===== config.mk =====
export PLATFORM = sky130hd
export DESIGN_NAME = srpid_ctrl
export DESIGN_NICKNAME = d
export VERILOG_FILES = /design/src/rtl/core/srpid_pkg.sv /design/src/rtl/core/srpid_ctrl.sv
export SDC_FILE = /design/constraint.sdc
export NUM_CORES = 1
export LEC_CHECK = 0
export BUFFER_PORTS_ARGS = -buffer_cell sky130_fd_sc_hd__buf_2
export CORE_AREA = 4 4 41 43
export CTS_CLUSTER_SIZE = 14
export DETAILED_ROUTE_END_ITERATION = 16
export DIE_AREA = 0 0 45 47
export HOLD_SLACK_MARGIN = 0.05
export PLACE_DENSITY = 0.64
export SLEW_MARGIN = 20
export SYNTH_ARGS = -nofsm -noshare
export SYNTH_HDL_FRONTEND = slang
export SYNTH_SLANG_ARGS = --single-unit

===== constraint.sdc =====
create_clock -name clk -period 1.6 [get_ports clk]
set_input_delay 0.08 -clock clk [delete_from_list [all_inputs] [get_ports clk]]
set_output_delay 0.08 -clock clk [all_outputs]
set_load 0.05 [all_outputs]

===== src/rtl/core/srpid_pkg.sv =====
// Shared types and constants for the split-range PID controller.
// No dependencies.
`default_nettype none
package srpid_pkg;
	localparam int unsigned DEADBAND_DEF = 32768;
	localparam logic [30:0] LIMIT_RESET = 31'd6553600;

	localparam logic [2:0] REG_KP_HEAT = 3'd0;
	localparam logic [2:0] REG_KI_HEAT = 3'd1;
	localparam logic [2:0] REG_KD_HEAT = 3'd2;
	localparam logic [2:0] REG_KP_COOL = 3'd3;
	localparam logic [2:0] REG_KI_COOL = 3'd4;
	localparam logic [2:0] REG_KD_COOL = 3'd5;
	localparam logic [2:0] REG_HEAT_LIM = 3'd6;
	localparam logic [2:0] REG_COOL_LIM = 3'd7;

	typedef enum logic [3:0] {
		ST_IDLE, ST_ERR, ST_P, ST_KIE, ST_INC, ST_INT, ST_DIVSTART, ST_DIV,
		ST_D, ST_TOT, ST_OUT
	} state_t;

	// commands from the sequencer to the datapath
	typedef struct packed {
		logic load;     // capture input word
		logic clear;    // clear command
		logic do_err;
		logic do_p;
		logic do_kie;
		logic do_inc;
		logic do_int;
		logic div_start;
		logic div_step;
		logic do_d;
		logic do_tot;
		logic push;     // move finished drives to the result register
	} ctl_t;

	typedef struct packed {
		logic div_done;
	} sts_t;

	function automatic logic signed [31:0] sat32(input logic signed [65:0] v);
		if (v > 66'sd2147483647) return 32'sh7fffffff;
		if (v < -66'sd2147483648) return 32'sh80000000;
		return v[31:0];
	endfunction
endpackage
`default_nettype wire


===== src/rtl/core/srpid_ctrl.sv =====
// Sequencer for the split-range PID controller.
// Depends on srpid_pkg.
`default_nettype none
module srpid_ctrl (
	input  wire logic          clk,
	input  wire logic          arst_n,
	input  wire logic          in_valid,
	input  wire logic          in_command,
	input  wire logic          out_busy,
	input  wire srpid_pkg::sts_t sts,
	output srpid_pkg::ctl_t    ctl,
	output logic               in_stall,
	output logic               res_push
);
	import srpid_pkg::*;
	state_t state_q, state_d;

	always_ff @(posedge clk or negedge arst_n) begin
		if (!arst_n) state_q <= ST_IDLE;
		else state_q <= state_d;
	end

	// next state
	always_comb begin
		state_d = state_q;
		case (state_q)
			ST_IDLE: if (in_valid) state_d = in_command ? ST_OUT : ST_ERR;
			ST_ERR: state_d = ST_P;
			ST_P: state_d = ST_KIE;
			ST_KIE: state_d = ST_INC;
			ST_INC: state_d = ST_INT;
			ST_INT: state_d = ST_DIVSTART;
			ST_DIVSTART: state_d = ST_DIV;
			ST_DIV: if (sts.div_done) state_d = ST_D;
			ST_D: state_d = ST_TOT;
			ST_TOT: state_d = ST_OUT;
			ST_OUT: if (!out_busy) state_d = ST_IDLE;
			default: state_d = ST_IDLE;
		endcase
	end

	// outputs
	always_comb begin
		ctl = '0;
		in_stall = (state_q != ST_IDLE);
		res_push = 1'b0;
		case (state_q)
			ST_IDLE: begin
				ctl.load = in_valid;
				ctl.clear = in_valid && in_command;
			end
			ST_ERR: ctl.do_err = 1'b1;
			ST_P: ctl.do_p = 1'b1;
			ST_KIE: ctl.do_kie = 1'b1;
			ST_INC: ctl.do_inc = 1'b1;
			ST_INT: ctl.do_int = 1'b1;
			ST_DIVSTART: ctl.div_start = 1'b1;
			ST_DIV: ctl.div_step = 1'b1;
			ST_D: ctl.do_d = 1'b1;
			ST_TOT: ctl.do_tot = 1'b1;
			ST_OUT: begin
				ctl.push = !out_busy;
				res_push = !out_busy;
			end
			default: ;
		endcase
	end
endmodule
`default_nettype wire


==> results of run 1 <==
## power by group
part	total, mW	switching (mW)	internal, mW
sequential	0.278	0.119	0.159
combinational	0.913	0.632	0.281
clock	0.123	0.0395	0.0838
## layer usage
metal	up-vias	share of wire, %	wire length [um]
li1	234	-	-
met1	210	44	483
met2	26	45	493
met3	2	9.1	99
met4	0	1.1	12
met5	-	0	0
## cell type report
type / instances / area share [%]
clock buffer: 3 / 4.054
timing repair buffer: 23 / 24.77
sequential: 4 / 18.69
multi-input combinational: 46 / 49.10
tap: 15 / 3.378
## how the worst max path moves through the flow
stage | start | end | slack (ns) | cells after the start
global route | state_q[3]$_DFFE_PN0P_ | ctl[10] | 0.01 | 4
detailed placement | state_q[0]$_DFFE_PN0P_ | state_q[0]$_DFFE_PN0P_ | 0.18 | 4
finish | state_q[3]$_DFFE_PN0P_ | ctl[10] | 0.09 | 4
CTS | state_q[0]$_DFFE_PN0P_ | ctl[0] | 0.01 | 3
floorplan | state_q[0]$_DFFE_PN0P_ | ctl[0] | -0.24 | 4
global placement | state_q[0]$_DFFE_PN0P_ | state_q[1]$_DFFE_PN0P_ | 0.22 | 3
## worst max-delay path: cells and delay by family, from the launching register on
kind,cells,cell delay [ns]
buf+inv,1,0.22
simple gates,3,0.54
flops,1,0.45
## through the flow
stage | hold WS, ns | instances
after floorplan | -0.2156 | 55
after global placement | -0.1152 | 87
after detailed placement | -0.1137 | 87
after CTS | 0.1354 | 91
after global routing | 0.1610 | 91
final | 0.1436 | 91
## timing repair
action,CTS,global route
endpoints found under the hold margin,4,0
endpoints found under the setup margin,1,6
cloned,0,0
resized for setup,1,8
hold buffers,1,0
## cells by family after synthesis
| kind of cell | synth area share (%) |
|---|---|
| flops | 26.58 |
| simple gates | 45.18 |
| compound gates | 20.27 |
| buf+inv | 7.971 |
## layout by cell type (no fill, tap or decap), drive strengths merged, types with 3 or more instances in the layout
cell type,count
buf,18
nor2,10
clkbuf,7
nor3,7
nand2,6
nand2b,5
a21oi,5
dfrtp,4
o21ai,3
==> flow_summary.yaml, run 1 <==
synthesis:
  synth_flop_cell: "dfrtp_1"
  syn_area_per_cell_um2: 6.847
  synth_common_cells: "nor2_1 (10), nor3_1 (7), nand2_1 (6)"
  synth_top_area_share_pct: 26.58
  syn_inst: 55
  synth.most_common_cell: "nor2_1"
  syn_area_um2: 376.6
  ys_types: 20
  async_reset_ff_share_pct: 100.0
  yosysSeqAreaShare_pct: 26.58
  yosysTopAreaCell: "dfrtp_1"
  synth_edf_count: 0
  ys_warn_count: 0
  synth_nets: 61
  synth-seq-cells: 4
  synthTopCellsByArea: "dfrtp_1 (27%), nor2_1 (10%), nor3_1 (9.3%), nand2b_1 (8.3%), nand2_1 (6.0%)"
clock_tree:
  htreeDepth: 1
  insertion_delay_ns: 0.23
  path_clk_slew_ns: 0.04
  clock-root-buffer: "clkbuf_4"
  cts_tree: "built"
  cts-buffers-inserted: 3
  cts_buffer_depth: 2
  postCtsSetupBuffers: 0
  clock-sinks: 4
sta:
  hold_viol_final: 0
  skew_ns: 0.003478
  tightest_slew_ns: 0.2346
  relSlewSlack_pct: 84.26
  finalMaxSlewViolations: 0
  tns_ns: 0
  finalCriticalPeriod_ns: 1.506
  setup_viol: 0
  postLayoutSetupSlackWorst_ns: 0.09440
  period_share_pct: 94.10
  fmax_mhz: 664.2
  rsz0062_at_grt: "no"
routing:
  drt_wl_total_um: 1088
  drtIter0Drc: 4
  viasPerCell: 5.187
  via_count: 472
  drtPass1Iterations: 4
  routedWlPerCell_um: 11.96
  drtAntennaViolNets: 0
  drc: 0
setup_path:
  crit_chain: "nor2_2 > and3_1 > and2_2 > clkbuf_4"
  r2r_cells: 4
  path_class: "reg2out"
  regToRegSetupSlack_ns: 0.20
  reg2reg_to: "state_q[0]$_DFFE_PN0P_"
  critical_path.max_fanout: 7
  max_stage_delay_ns: 0.45
  r2r_start: "state_q[0]$_DFFE_PN0P_"
  crit_path_end_kind: "output pin"
  cp-start-kind: "flip-flop"
  cp_data_required_time_ns: 1.52
  cpMaxStageDelayCell: "dfrtp_1"
  arrival_ns: 1.43
global_route:
  grt_usage_pct: 11.88
  use_met2_pct: 17.23
  grt_util_met1_pct: 15.10
  antenna_found_initial: 0
  grt_max_degree: 12
  grt_pass1_wl_um: 1814
  busiest_layer: "met2"
  grtUsageMet3_pct: 3.831
  grt_pass1_vias: 422
  grt_overflow: 0
min_path:
  min_from: "out_busy"
  hold_class: "in2reg"
  worstHoldEndpoint: "state_q[3]$_DFFE_PN0P_"
  min_delay_path_depth: 3
layout:
  final_area_um2: 555.5
  fillers: 147
  largest_reg_flops: 4
  post-route-util_pct: 42.69
  syn2layout_area_growth_pct: 47.51
  regArea_um2: 103.9
  final_net_count: 84
  reg_top3: "state_q (4)"
  multi_input_area_um2: 272.8
  diodes: 0
  regMostFlops: "state_q"
  drive_gt1_share_pct: 48.68
die:
  die_w_um: 45
  die_area_um2: 2115
  fp-row-count: 13
  dieHeight_um: 47
  initial_core_util_pct: 28.94
  core-area_um2: 1301
  io_pins: 20
placed_design:
  place_area_um2: 504.2
  gp_congestion: 0.8615
  hpwl_um: 841.5
  dp_slack_ns: 0.1782
  numPortBuffers: 19
power:
  vdd_drop_max_uv: 924.4
  cellLeakagePower_nw: 0.2554
  fin_total_pwr_mw: 1.314
  power.density_nw_per_um2: 2365
run:
  drv_cap: 0
status:
  status: "finished, final reports clean"
(Power assumes the default switching activity.)
==> inputs of run 2 (changes only) <==
--- a/config.mk
+++ b/config.mk
@@ -5,13 +5,13 @@
 export SDC_FILE = /design/constraint.sdc
 export NUM_CORES = 1
 export LEC_CHECK = 0
+export ABC_AREA = 1
 export BUFFER_PORTS_ARGS = -buffer_cell sky130_fd_sc_hd__buf_2
-export CORE_AREA = 4 4 41 43
+export CORE_AREA = 2 2 39 41
 export CTS_CLUSTER_SIZE = 14
 export DETAILED_ROUTE_END_ITERATION = 16
-export DIE_AREA = 0 0 45 47
+export DIE_AREA = 0 0 41 43
 export HOLD_SLACK_MARGIN = 0.05
-export PLACE_DENSITY = 0.64
 export SLEW_MARGIN = 20
 export SYNTH_ARGS = -nofsm -noshare
 export SYNTH_HDL_FRONTEND = slang
==> flow_summary.yaml, run 2 <==
die:
  core-area_um2: 1384
  dieHeight_um: 43
  io_pins: 20
  die_w_um: 41
  initial_core_util_pct: 27.40
  fp-row-count: 14
  die_area_um2: 1763
synthesis:
  synth_nets: 72
  synth_edf_count: 0
  synth_flop_cell: "dfrtp_1"
  ys_warn_count: 0
  yosysSeqAreaShare_pct: 26.40
  synth.most_common_cell: "nand2_1"
  yosysTopAreaCell: "dfrtp_1"
  synth_common_cells: "nand2_1 (18), inv_1 (14), nor2_1 (9)"
  syn_inst: 66
  synthTopCellsByArea: "dfrtp_1 (26%), nand2_1 (18%), inv_1 (14%), nand3_1 (11%), nor2_1 (8.9%)"
  async_reset_ff_share_pct: 100.0
  ys_types: 14
  syn_area_per_cell_um2: 5.744
  synth-seq-cells: 4
  syn_area_um2: 379.1
  synth_top_area_share_pct: 26.40
sta:
  finalCriticalPeriod_ns: 1.481
  postLayoutSetupSlackWorst_ns: 0.1194
  rsz0062_at_grt: "yes"
  fmax_mhz: 675.4
  hold_ws_ns: 0.1545
  finalMaxSlewViolations: 0
  tns_ns: 0
  skew_ns: 0.002124
  setup_viol: 0
  relSlewSlack_pct: 83.51
  period_share_pct: 92.54
  hold_viol_final: 0
  tightest_slew_ns: 0.2490
clock_tree:
  clock-sinks: 4
  cts_tree: "built"
  clock-root-buffer: "clkbuf_4"
  cts-buffers-inserted: 3
  path_clk_slew_ns: 0.04
  insertion_delay_ns: 0.23
  htreeDepth: 1
  cts_buffer_depth: 2
layout:
  diodes: 0
  largest_reg_flops: 4
  drive_gt1_share_pct: 42.05
  syn2layout_area_growth_pct: 51.49
  reg_top3: "state_q (4)"
  fillers: 160
  final_net_count: 96
  layout_common_cells: "nand2_1 (17), buf_2 (17), inv_1 (14)"
  regMostFlops: "state_q"
  post-route-util_pct: 41.50
  fin_cells: 104
  multi_input_area_um2: 260.3
  final_area_um2: 574.3
  regArea_um2: 101.3
setup_path:
  cp-start-kind: "flip-flop"
  regToRegSetupSlack_ns: 0.36
  reg2reg_to: "state_q[0]$_DFFE_PN0P_"
  r2r_start: "state_q[1]$_DFFE_PN0P_"
  path_class: "reg2out"
  arrival_ns: 1.40
  crit_path_end_kind: "output pin"
  cp_data_required_time_ns: 1.52
  r2r_cells: 7
  critical_path.max_fanout: 6
power:
  power_switching_mw: 0.7940
  power_frac_seq_pct: 18.4
  clockPowerShare_pct: 9.7
  power.density_nw_per_um2: 2199
  vdd_drop_max_uv: 864.2
  fin_total_pwr_mw: 1.263
  cellLeakagePower_nw: 0.3592
  switching_share_pct: 62.88
  power.internal_mw: 0.4687
  combPwrFrac_pct: 72.0
min_path:
  min_delay_path_depth: 4
  worstHoldEndpoint: "state_q[0]$_DFFE_PN0P_"
  min_from: "sts"
  hold_class: "in2reg"
global_route:
  grt_overflow: 0
  grt_usage_pct: 12.50
  grt_max_degree: 8
  grt_pass1_vias: 410
  grt_pass1_wl_um: 1538
  antenna_found_initial: 0
routing:
  via_count: 453
  routedWlPerCell_um: 8.240
  drtAntennaViolNets: 0
  drt_wl_total_um: 857
  drc: 0
  drtPass1Iterations: 4
  viasPerCell: 4.356
  drtIter0Drc: 7
placed_design:
  numPortBuffers: 19
  hpwl_um: 744.8
  gp_congestion: 0.7723
  placed_cells: 100
  place_area_um2: 523.0
  dp_slack_ns: 0.2078
run:
  drv_cap: 0
status:
  status: "finished, final reports clean"
## run 2: cell types whose count changed after synthesis, sizes merged, moves of 2 or more
cell	previous run	this run
inv	0	16
nor2	10	12
a21oi	5	0
nand2b	5	0
nand3	1	9
o21ai	3	0
nor3	7	3
buf	5	1
nand2	6	18
## run 2: layer usage
metal	vias up	GRT usage [%]	share of wire (%)
met1	189	16.94	44
met2	14	17.81	49
met5	-	0	0
met3	0	4.712	7.1
li1	250	-	-
met4	0	4.000	0
## run 2: power groups by stage
| stage | combinational (mW) | clock [mW] | sequential (mW) |
|---|---|---|---|
| 2_1_floorplan | 0.740 | 0 | 0.204 |
| 3_3_place_gp | 0.900 | 0 | 0.212 |
| 3_5_place_dp | 0.896 | 0 | 0.212 |
| 4_1_cts | 0.901 | 0.131 | 0.216 |
| 5_1_grt | 1.01 | 0.138 | 0.242 |
| 6_report | 0.909 | 0.122 | 0.232 |
## run 2: cell families (layout without fill, tap and decap cells)
| kind of cell | after synthesis | in the layout | synth area share (%) |
|---|---|---|---|
| buffers and inverters | 17 | 39 | 17.82 |
| DFF | 4 | 4 | 26.40 |
| AOI/OAI and AO/OA | 1 | 1 | 1.981 |
| and+or+nand+nor | 44 | 44 | 53.79 |
## run 2: timing repair
item                       4_1_cts  5_1_grt
hold endpoints to repair         4        0
hold buffers                     1        0
setup endpoints to repair        2        2
gates resized for setup          1        5
buffers inserted                 0        0
## run 2: worst max-delay path, cell delays in order (launching register included)
cell and delay, ns:
dfrtp_1 0.45, inv_2 0.08, nor2_4 0.17, inv_1 0.10, nor3_2 0.10, buf_2 0.28
## run 2: worst max-delay path by stage
stage,startpoint,endpoint,cells after the start
floorplan,state_q[0]$_DFFE_PN0P_,ctl[10],3
global placement,state_q[0]$_DFFE_PN0P_,ctl[10],4
detailed placement,state_q[0]$_DFFE_PN0P_,ctl[10],4
CTS,state_q[3]$_DFFE_PN0P_,ctl[10],4
global route,state_q[1]$_DFFE_PN0P_,ctl[0],5
finish,state_q[2]$_DFFE_PN0P_,ctl[4],5
## run 2: area by class of cell
cell class | instances | share of cell area, %
well taps | 16 | 3.486
multi-input cells | 45 | 45.32
clock buffers | 3 | 3.922
inverters | 16 | 10.46
repair buffers | 20 | 19.17
flip-flops and latches | 4 | 17.65
